File: config.mk
export PLATFORM = sky130hd
export DESIGN_NAME = sha1_message_digest_core
export DESIGN_NICKNAME = d
export VERILOG_FILES = /design/src/sv/sha1_pkg.sv /design/src/sv/sha1_sched.sv /design/src/sv/sha1_round.sv /design/src/sv/sha1_message_digest_core.sv
export SDC_FILE = /design/constraint.sdc
export NUM_CORES = 2
export LEC_CHECK = 0
export BUFFER_PORTS_ARGS = -buffer_cell sky130_fd_sc_hd__buf_2
export CAP_MARGIN = 0
export CORE_AREA = 2 2 318 320
export DETAILED_ROUTE_END_ITERATION = 7
export DIE_AREA = 0 0 320 322
export GPL_TIMING_DRIVEN = 0
export PLACE_DENSITY = 0.7
export SLEW_MARGIN = 25
export SYNTH_ARGS = -nofsm -noshare
export SYNTH_HDL_FRONTEND = slang
export SYNTH_SLANG_ARGS = --single-unit
File: constraint.sdc
create_clock -name clock -period 17.9 [get_ports clock]
set_clock_uncertainty 0.15 [all_clocks]
set_input_delay 0.895 -clock clock [delete_from_list [all_inputs] [get_ports clock]]
set_output_delay 0.895 -clock clock [all_outputs]
set_load 0.03 [all_outputs]
File: src/sv/sha1_pkg.sv
// Package with the types, constants and round functions shared by the SHA-1 core.
package sha1_pkg;

   typedef struct packed {
      logic       kind;
      logic [7:0] data_byte;
   } req_type;

   typedef struct packed {
      logic [31:0] digest_word;
      logic [2:0]  word_index;
      logic        last_word;
   } rsp_type;

   typedef logic [4:0][31:0] chain_type;

   typedef enum logic [2:0] {
      ST_IDLE,
      ST_COMPRESS,
      ST_UPDATE,
      ST_PAD,
      ST_LEN,
      ST_OUT
   } state_type;

   typedef struct packed {
      logic shift;
      logic step;
   } sched_ctl_type;

   typedef struct packed {
      logic load;
      logic step;
   } round_ctl_type;

   localparam logic       KIND_BYTE = 1'b0;
   localparam logic       KIND_END  = 1'b1;
   localparam int         NUM_ROUNDS = 80;
   localparam int         NUM_WORDS  = 5;
   localparam logic [6:0] LAST_ROUND = 7'(NUM_ROUNDS - 1);
   localparam logic [2:0] LAST_WORD  = 3'(NUM_WORDS - 1);
   localparam logic [5:0] LEN_FILL   = 6'd56;
   localparam logic [5:0] FULL_FILL  = 6'd63;
   localparam logic [7:0] PAD_MARK   = 8'h80;

   localparam chain_type CHAIN_INIT = {
      32'hC3D2E1F0, 32'h10325476, 32'h98BADCFE, 32'hEFCDAB89, 32'h67452301
   };

   function automatic logic [31:0] round_k(input logic [6:0] rnd);
      logic [31:0] k;
      priority if (rnd < 7'd20) begin
         k = 32'h5A827999;
      end else if (rnd < 7'd40) begin
         k = 32'h6ED9EBA1;
      end else if (rnd < 7'd60) begin
         k = 32'h8F1BBCDC;
      end else begin
         k = 32'hCA62C1D6;
      end
      return k;
   endfunction

   function automatic logic [31:0] round_f(input logic [6:0] rnd, input logic [31:0] b,
                                           input logic [31:0] c, input logic [31:0] d);
      logic [31:0] f;
      priority if (rnd < 7'd20) begin
         f = (b & c) | (~b & d);
      end else if (rnd < 7'd40) begin
         f = b ^ c ^ d;
      end else if (rnd < 7'd60) begin
         f = (b & c) | (b & d) | (c & d);
      end else begin
         f = b ^ c ^ d;
      end
      return f;
   endfunction

endpackage

File: src/sv/sha1_sched.sv
// Block buffer that gathers bytes and then serves as the sliding message schedule window.
module sha1_sched (
   input  logic                   clock,
   input  sha1_pkg::sched_ctl_type ctl,
   input  logic [7:0]             data_in,
   output logic [31:0]            w_out
);
   import sha1_pkg::*;

   logic [511:0] win_ff;
   logic [511:0] win_in;
   logic [31:0]  w_mix;
   logic [31:0]  w_new;

   // Word j of the window sits at bits [511-32j -: 32]; words 13, 8, 2 and 0 feed the next word.
   assign w_mix = win_ff[95:64] ^ win_ff[255:224] ^ win_ff[447:416] ^ win_ff[511:480];
   assign w_new = {w_mix[30:0], w_mix[31]};
   assign w_out = win_ff[511:480];

   always_comb begin
      priority if (ctl.shift) begin
         win_in = {win_ff[503:0], data_in};
      end else if (ctl.step) begin
         win_in = {win_ff[479:0], w_new};
      end else begin
         win_in = win_ff;
      end
   end

   always_ff @(posedge clock) begin
      win_ff <= win_in;
   end

endmodule

File: src/sv/sha1_round.sv
// Shared SHA-1 round unit holding the working variables a through e.
module sha1_round (
   input  logic                    clock,
   input  sha1_pkg::round_ctl_type ctl,
   input  logic [6:0]              rnd,
   input  logic [31:0]             w_in,
   input  sha1_pkg::chain_type     chain,
   output sha1_pkg::chain_type     work
);
   import sha1_pkg::*;

   chain_type   work_ff;
   chain_type   work_in;
   logic [31:0] temp;

   assign temp = {work_ff[0][26:0], work_ff[0][31:27]}
               + round_f(rnd, work_ff[1], work_ff[2], work_ff[3])
               + work_ff[4] + round_k(rnd) + w_in;

   always_comb begin
      priority if (ctl.load) begin
         work_in = chain;
      end else if (ctl.step) begin
         work_in[0] = temp;
         work_in[1] = work_ff[0];
         work_in[2] = {work_ff[1][1:0], work_ff[1][31:2]};
         work_in[3] = work_ff[2];
         work_in[4] = work_ff[3];
      end else begin
         work_in = work_ff;
      end
   end

   always_ff @(posedge clock) begin
      work_ff <= work_in;
   end

   assign work = work_ff;

endmodule

File: src/sv/sha1_message_digest_core.sv
// Top level of the SHA-1 digest core: sequencer, chaining words, padding and digest output.
//
// Message bytes are taken one per cycle while the block buffer is not full. The transaction
// that fills the 64th byte of a block starts the compression, which runs one round per cycle
// on the shared round unit: req_stall stays high through the 80 rounds and the update step
// that adds the working variables into the chaining words. An end-of-message transaction
// shifts in the 0x80 mark, the zero padding and the 64-bit bit length one byte per cycle,
// runs one or two compressions, and then presents h0 to h4 as five rsp transactions, one per
// cycle when rsp_stall is low. After the last word the core returns to its initial state and
// takes the next message. There is no clearing pass after reset.
module sha1_message_digest_core (
   input  logic              clock,
   input  logic              reset,
   input  logic              req_valid,
   output logic              req_stall,
   input  sha1_pkg::req_type req_data,
   output logic              rsp_valid,
   input  logic              rsp_stall,
   output sha1_pkg::rsp_type rsp_data
);
   import sha1_pkg::*;

   state_type     state_ff;
   state_type     state_in;
   chain_type     chain_ff;
   chain_type     work;
   logic [5:0]    fill_ff;
   logic [60:0]   count_ff;
   logic [63:0]   len_ff;
   logic [6:0]    rnd_ff;
   logic [2:0]    idx_ff;
   logic          fin_ff;
   logic          len_done_ff;
   logic [31:0]   w_cur;
   logic [7:0]    shift_byte;
   sched_ctl_type sched_ctl;
   round_ctl_type round_ctl;
   logic          req_take;
   logic          rsp_take;
   logic          take_byte;
   logic          take_end;

   assign req_take  = req_valid && !req_stall;
   assign rsp_take  = rsp_valid && !rsp_stall;
   assign take_byte = req_take && (req_data.kind == KIND_BYTE);
   assign take_end  = req_take && (req_data.kind == KIND_END);

   sha1_sched u_sched (
      .clock   (clock),
      .ctl     (sched_ctl),
      .data_in (shift_byte),
      .w_out   (w_cur)
   );

   sha1_round u_round (
      .clock (clock),
      .ctl   (round_ctl),
      .rnd   (rnd_ff),
      .w_in  (w_cur),
      .chain (chain_ff),
      .work  (work)
   );

   always_comb begin
      state_in = state_ff;
      unique case (state_ff)
         ST_IDLE: begin
            if (req_take) begin
               if (fill_ff == FULL_FILL) begin
                  state_in = ST_COMPRESS;
               end else if (req_data.kind == KIND_END) begin
                  state_in = ST_PAD;
               end
            end
         end
         ST_COMPRESS: begin
            if (rnd_ff == LAST_ROUND) begin
               state_in = ST_UPDATE;
            end
         end
         ST_UPDATE: begin
            priority if (!fin_ff) begin
               state_in = ST_IDLE;
            end else if (len_done_ff) begin
               state_in = ST_OUT;
            end else begin
               state_in = ST_PAD;
            end
         end
         ST_PAD: begin
            priority if (fill_ff == LEN_FILL) begin
               state_in = ST_LEN;
            end else if (fill_ff == FULL_FILL) begin
               state_in = ST_COMPRESS;
            end else begin
               state_in = ST_PAD;
            end
         end
         ST_LEN: begin
            if (fill_ff == FULL_FILL) begin
               state_in = ST_COMPRESS;
            end
         end
         ST_OUT: begin
            if (!rsp_stall && idx_ff == LAST_WORD) begin
               state_in = ST_IDLE;
            end
         end
         default: state_in = ST_IDLE;
      endcase
   end

   always_comb begin
      req_stall       = 1'b1;
      rsp_valid       = 1'b0;
      sched_ctl.shift = 1'b0;
      sched_ctl.step  = 1'b0;
      round_ctl.load  = 1'b1;
      round_ctl.step  = 1'b0;
      shift_byte      = 8'd0;
      unique case (state_ff)
         ST_IDLE: begin
            req_stall       = 1'b0;
            sched_ctl.shift = req_valid;
            shift_byte      = (req_data.kind == KIND_END) ? PAD_MARK : req_data.data_byte;
         end
         ST_COMPRESS: begin
            sched_ctl.step = 1'b1;
            round_ctl.load = 1'b0;
            round_ctl.step = 1'b1;
         end
         ST_UPDATE: begin
            round_ctl.load = 1'b0;
         end
         ST_PAD: begin
            sched_ctl.shift = (fill_ff != LEN_FILL);
         end
         ST_LEN: begin
            sched_ctl.shift = 1'b1;
            shift_byte      = len_ff[63:56];
         end
         ST_OUT: begin
            rsp_valid = 1'b1;
         end
         default: begin
            req_stall = 1'b1;
         end
      endcase
   end

   always_ff @(posedge clock) begin
      if (reset) begin
         state_ff    <= ST_IDLE;
         chain_ff    <= CHAIN_INIT;
         fill_ff     <= 6'd0;
         count_ff    <= 61'd0;
         rnd_ff      <= 7'd0;
         idx_ff      <= 3'd0;
         fin_ff      <= 1'b0;
         len_done_ff <= 1'b0;
      end else begin
         state_ff <= state_in;
         if (sched_ctl.shift) begin
            fill_ff <= fill_ff + 6'd1;
         end
         if (take_byte) begin
            count_ff <= count_ff + 61'd1;
         end
         if (take_end) begin
            fin_ff <= 1'b1;
         end
         if (state_ff == ST_LEN) begin
            len_done_ff <= 1'b1;
         end
         if (state_ff == ST_COMPRESS) begin
            rnd_ff <= (rnd_ff == LAST_ROUND) ? 7'd0 : rnd_ff + 7'd1;
         end
         if (state_ff == ST_UPDATE) begin
            for (int i = 0; i < NUM_WORDS; i++) begin
               chain_ff[i] <= chain_ff[i] + work[i];
            end
         end
         if (rsp_take) begin
            if (idx_ff == LAST_WORD) begin
               idx_ff      <= 3'd0;
               chain_ff    <= CHAIN_INIT;
               fill_ff     <= 6'd0;
               count_ff    <= 61'd0;
               fin_ff      <= 1'b0;
               len_done_ff <= 1'b0;
            end else begin
               idx_ff <= idx_ff + 3'd1;
            end
         end
      end
   end

   always_ff @(posedge clock) begin
      if (take_end) begin
         len_ff <= {count_ff, 3'b000};
      end else if (state_ff == ST_LEN) begin
         len_ff <= {len_ff[55:0], 8'd0};
      end
   end

   assign rsp_data.digest_word = chain_ff[idx_ff];
   assign rsp_data.word_index  = idx_ff;
   assign rsp_data.last_word   = (idx_ff == LAST_WORD);

   a_rnd_range: assert property (@(posedge clock) disable iff (reset)
      rnd_ff <= LAST_ROUND)
      else $error("round counter out of range");

   a_idx_range: assert property (@(posedge clock) disable iff (reset)
      idx_ff <= LAST_WORD)
      else $error("digest word index out of range");

   a_rounds_end: assert property (@(posedge clock) disable iff (reset)
      state_ff == ST_COMPRESS && rnd_ff == LAST_ROUND |=> state_ff == ST_UPDATE)
      else $error("compression did not end after the last round");

   a_len_fill: assert property (@(posedge clock) disable iff (reset)
      state_ff == ST_LEN |-> fill_ff >= LEN_FILL)
      else $error("length bytes written below their place in the block");

   a_restart: assert property (@(posedge clock) disable iff (reset)
      rsp_take && idx_ff == LAST_WORD |=> fill_ff == 6'd0 && count_ff == 61'd0 && !fin_ff)
      else $error("state not returned to initial values after the digest");

endmodule

# After elaboration in Yosys (flattened, before gate mapping)
# Cells that the tools add are included.
dict set report word_totals {
  reg_bits 975
  latch_bits 0
  ramBits 0
  romBits 0
  input_bits 13
  word_cells 125
  memories 0
}
dict set report op_classes {
  n_addsub 13
  mul 0
  div 0
  order_cmp 4
  n_eq_ne 16
  shifts 0
  muxes 48
  bitwise_logic 14
  n_reduce_logical 11
}
# operator n
set ops {}
lappend ops {{512-bit two-way mux} 2}
lappend ops {{160-bit two-way mux} 5}
lappend ops {{32-bit adder} 9}
lappend ops {{32-bit two-way mux} 6}
lappend ops {{61-bit two-way mux} 3}
lappend ops {{32-bit bitwise XOR} 5}
lappend ops {{32-bit bitwise AND} 4}
lappend ops {{64-bit two-way mux} 2}
lappend ops {{32-bit binary-select mux with 3-bit select} 1}
lappend ops {{32-bit OR} 3}
lappend ops {{61-bit by 1-bit adder with 61-bit output (second input constant)} 1}
lappend ops {{32-bit NOT} 1}
lappend ops {{31-bit two-way mux} 1}
lappend ops {{3-bit two-way mux} 10}
lappend ops {{6-bit two-way mux} 3}
lappend ops {{3-bit case mux with 6 select lines} 1}
lappend ops {{8-bit case mux with 2 select lines} 1}
lappend ops {{7-bit by 6-bit < comparator with 1-bit output (second input constant)} 2}
lappend ops {{6-bit equality test (second input constant)} 2}
lappend ops {{3-bit equality test (second input constant)} 3}
lappend ops {{1-bit two-way mux} 9}
lappend ops {{8-bit two-way mux} 1}
lappend ops {{2-bit != test (second input constant)} 4}
lappend ops {{7-bit by 1-bit adder with 7-bit output (second input constant)} 1}
lappend ops {{20 further kinds} 26}

# Longest topological paths before layout
dict set report logic_depth {
  word_depth 12
  ltp_mapped 26
}

# By module
# From an unflattened synthesis, not the netlist that was laid out.
dict set report hier_totals {
  hier_cells 4690
  area_unflattened_um2 55987.4
}
# mod instances cells_each area_each_um2 seq_area_each_um2
set modules_own_cells {}
lappend modules_own_cells {sha1_sched 1 1246 23251.0 15374.7}
lappend modules_own_cells {sha1_message_digest_core 1 2374 20383.3 6676.4}
lappend modules_own_cells {sha1_round 1 1070 12353.1 4804.6}

# Worst setup path after synthesis
# Ideal clock, no wire load.
dict set report synth_path {
  kind {input to register}
  startpoint {input req_valid}
  endpoint {register u_sched.win_ff[0], enable pin}
  arrival_ps 10713
  t_required_ps 14096
  setup_slack_ps 3383
  path_stages 7
  cell_sequence {clkbuf_1 o21ai_1 and2_1 clkbuf_1 clkbuf_1 clkbuf_1 nand2_1}
}
dict set report synth_between {
  elab_chain_len 2
}
# item line_no
set synth_lines {}
lappend synth_lines {{from (decl)} sha1_message_digest_core.sv:14} ;# input logic req_valid,
lappend synth_lines {{1-bit case mux with 3 select lines} sha1_message_digest_core.sv:121} ;# unique case (state_ff)
lappend synth_lines {{2-bit nonzero test (no source line)} --}
lappend synth_lines {{to (signal assigned)} sha1_sched.sv:31} ;# win_ff <= win_in;
lappend synth_lines {{to (decl)} sha1_sched.sv:10} ;# logic [511:0] win_ff;
# Every way passes these cells.
# A chain may end at the register's enable or synchronous reset.

==> qor.yml <==
finalSetupViolCount: 0
gp_congestion: 1.01
fin_area_mm2: 0.0603
synth_nets: 6137
antennaDiodeCount: 0
status: "completed"
postCtsSetupBuffers: 0
wl_per_cell_um: 23.7
antenna_found_initial: 2
drc_errors: 0
coreArea_mm2: 0.0996
track_usage_pct: 33.6
fin_nets: 6311
fin_setup_tns_ns: 0
insertion_delay_ns: 0.72
grt.overflow.total: 0
synth_seq_area_share_pct: 49.3
crit_required_ns: 18.19
whs_ns: 0.342
first_pass_iters: 8
io_pins: 51
yosysUniqueCellTypes: 82
relSlewSlack_pct: 19.3
startpoint_type: "flop"
postRouteAntennaNets: 0
die_x_um: 320
grt_pass1_vias: 41700
start_util_pct: 54.7
dp.final_hpwl_um: 133000
fin_crit_ns: 8.49
ys.warnings.count: 0
rsz0062_at_grt: "no"
hold_viol: 0
min_to: "rnd_ff[1]"
final_layout_size_suffix_gt1_share_pct: 5.84
postSynthCellCount: 5800
hold_depth: 2
via_per_inst: 5.94
tightest_slew_ns: 1.21
areaGrowthSynthToFinish_pct: 10.6
cts_buffers: 106
synthArstFlopShare_pct: 0
num_vias: 43800
synth.area.top_cells: "edfxtp_1 40%, nand2_1 15%, dfxtp_1 8.9%"
rows: 116
cts_max_level: 3
synthesis.area_mm2: 0.0545
crit_arrival_ns: 8.78
clk_pin_slew_ns: 0.07
crit_fanout: 10
synth_area_leader_cell: "edfxtp_1"
cts_sinks: 975
root_buffer: "clkbuf_16"
dpl_cell_area_mm2: 0.0568
hold_start: "rnd_ff[1]"
fin_crit_sh_pct: 47.4
grt_max_degree: 57
cts_hold_buf: 0
fmax_mhz: 118
synth-edff-count: 733
fillers: 8498
dieArea_mm2: 0.103
clockBufferDepth: 3
ys_seq_elements: 975
reg2reg_to: "u_round.work[28]"
critPathKind: "flop to flop"
cts.repair.resized: 0
reg2regPathDepth: 24
synth_top_area_share_pct: 40.4
wirelength_um: 174000
regToRegStartpoint: "rnd_ff[5]"
drv_cap: 0
die_h_um: 322
initialDrtViolationCount: 5322
min_path_type: "flop to flop"
grt_pass1_wl_um: 259000
r2r_slack_ns: 9.41
syn_avg_cell_area_um2: 9.39
synth_flop_cell: "edfxtp_1"
end_kind: "flop"
drv_slew: 0
place.port_buffers: 49
cts_tree: "built"
## sequential cells by signal, summed over array words and instances (netlist names)
register,cells
len_ff,61
count_ff,61
chain_ff,160
state_ff,3
fill_ff,6
rnd_ff,7
idx_ff,3
u_sched.win_ff,512
len_done_ff,1
fin_ff,1
u_round.work,160
## stage by stage
stage	setup slack (ns)	instances	utilization (%)
floorplan	3.38	5800	-
global placement	-3.04	7147	56.6
detailed placement	9.61	7164	57.1
CTS	9.59	7362	60.5
global route	9.19	7362	60.5
finish	9.41	7362	60.5
## cells by family after synthesis
logic type / share of synthesized area, %
AND/OR/NAND/NOR: 20.0
flip-flops: 49.3
AO/OA/AOI/OAI: 9.95
buffers and inverters: 3.57
adder cells (fa/ha/maj): 9.08
XOR/XNOR: 4.99
multiplexers: 3.14
## cell type report
type                            instances  area, um2  area share (%)
Clock buffer                          150       2960            4.91
Buffer                                256        992            1.65
Sequential cell                       975      26900            44.6
Timing Repair Buffer                   66        671            1.11
Multi-Input combinational cell       4308      25700            42.6
Clock inverter                         48        478           0.793
Inverter                              261        980            1.63
Tap cell                             1298       1620            2.70
## placed cells by master (no fill, tap or decap), types with 13 or more instances in the layout
cell       instances
a211oi_1          29
nand4_1           31
nor2_1           215
mux4_2            32
clkbuf_1         255
a21o_1           103
nor3_1            29
fa_1             119
o21ai_0          217
clkbuf_16        108
a221o_1           13
o211ai_1          53
xor2_1           116
clkinv_2          14
buf_2             54
or3_1             27
clkbuf_2          17
xnor2_1          194
a21oi_1          254
clkinv_1          21
edfxtp_1         733
mux2i_1           38
mux2_2            54
o21a_1            34
nand2b_1          26
nor2b_1           28
and2_1            20
ha_1             205
dfxtp_1          241
o21bai_1          21
and3_1            29
nand3_1           59
nand2_1         2173
inv_1            260
## worst max-delay path: stages (launching register included)
cell and delay [ns]:
dfxtp_1 0.30, clkbuf_1 0.20, a41oi_2 0.72, nand2_1 0.24, nand2_1 0.44, clkinv_1 0.42, clkbuf_1 0.58, a221oi_1 0.83
fa_1 0.54, inv_1 0.08, fa_1 0.41, inv_1 0.08, fa_1 0.44, inv_1 0.08, ha_1 0.23, a211oi_1 0.36
o21ai_0 0.21, nand3_1 0.24, o221a_2 0.29, a21oi_1 0.16, a211oi_1 0.54, o21bai_1 0.11, a21oi_1 0.19, xor2_1 0.26
o21ai_0 0.10
## cell usage after synthesis (all sizes together), types with 60 or more instances
| master | instances |
|---|---|
| dfxtp | 242 |
| nand3 | 60 |
| inv | 260 |
| clkbuf | 241 |
| nand2 | 2175 |
| xnor2 | 194 |
| fa | 119 |
| nor2 | 216 |
| o21ai | 220 |
| a21oi | 255 |
| edfxtp | 733 |
| a21o | 103 |
| xor2 | 116 |
| ha | 205 |
## worst max-delay path by stage
stage                          from                   to  slack [ns]  cells after the start
after floorplan           req_valid    u_sched.win_ff[0]        3.38                      7
after global placement    req_valid  u_sched.win_ff[331]       -3.04                      7
after detailed placement  rnd_ff[5]     u_round.work[28]        9.61                     24
after CTS                 rnd_ff[5]     u_round.work[28]        9.59                     24
after global routing      rnd_ff[5]     u_round.work[31]        9.19                     23
final                     rnd_ff[5]     u_round.work[28]        9.41                     24
## per-layer routing
layer	vias up	wire [um]	GRT usage (%)
li1	20100	-	-
met3	461	15200	5.25
met4	0	11700	19.1
met2	2177	79400	53.8
met5	-	0	0
met1	21100	68300	43.9
Power is not shown: default switching activity piles up to over one toggle a cycle in this logic, so the estimate is an artifact.
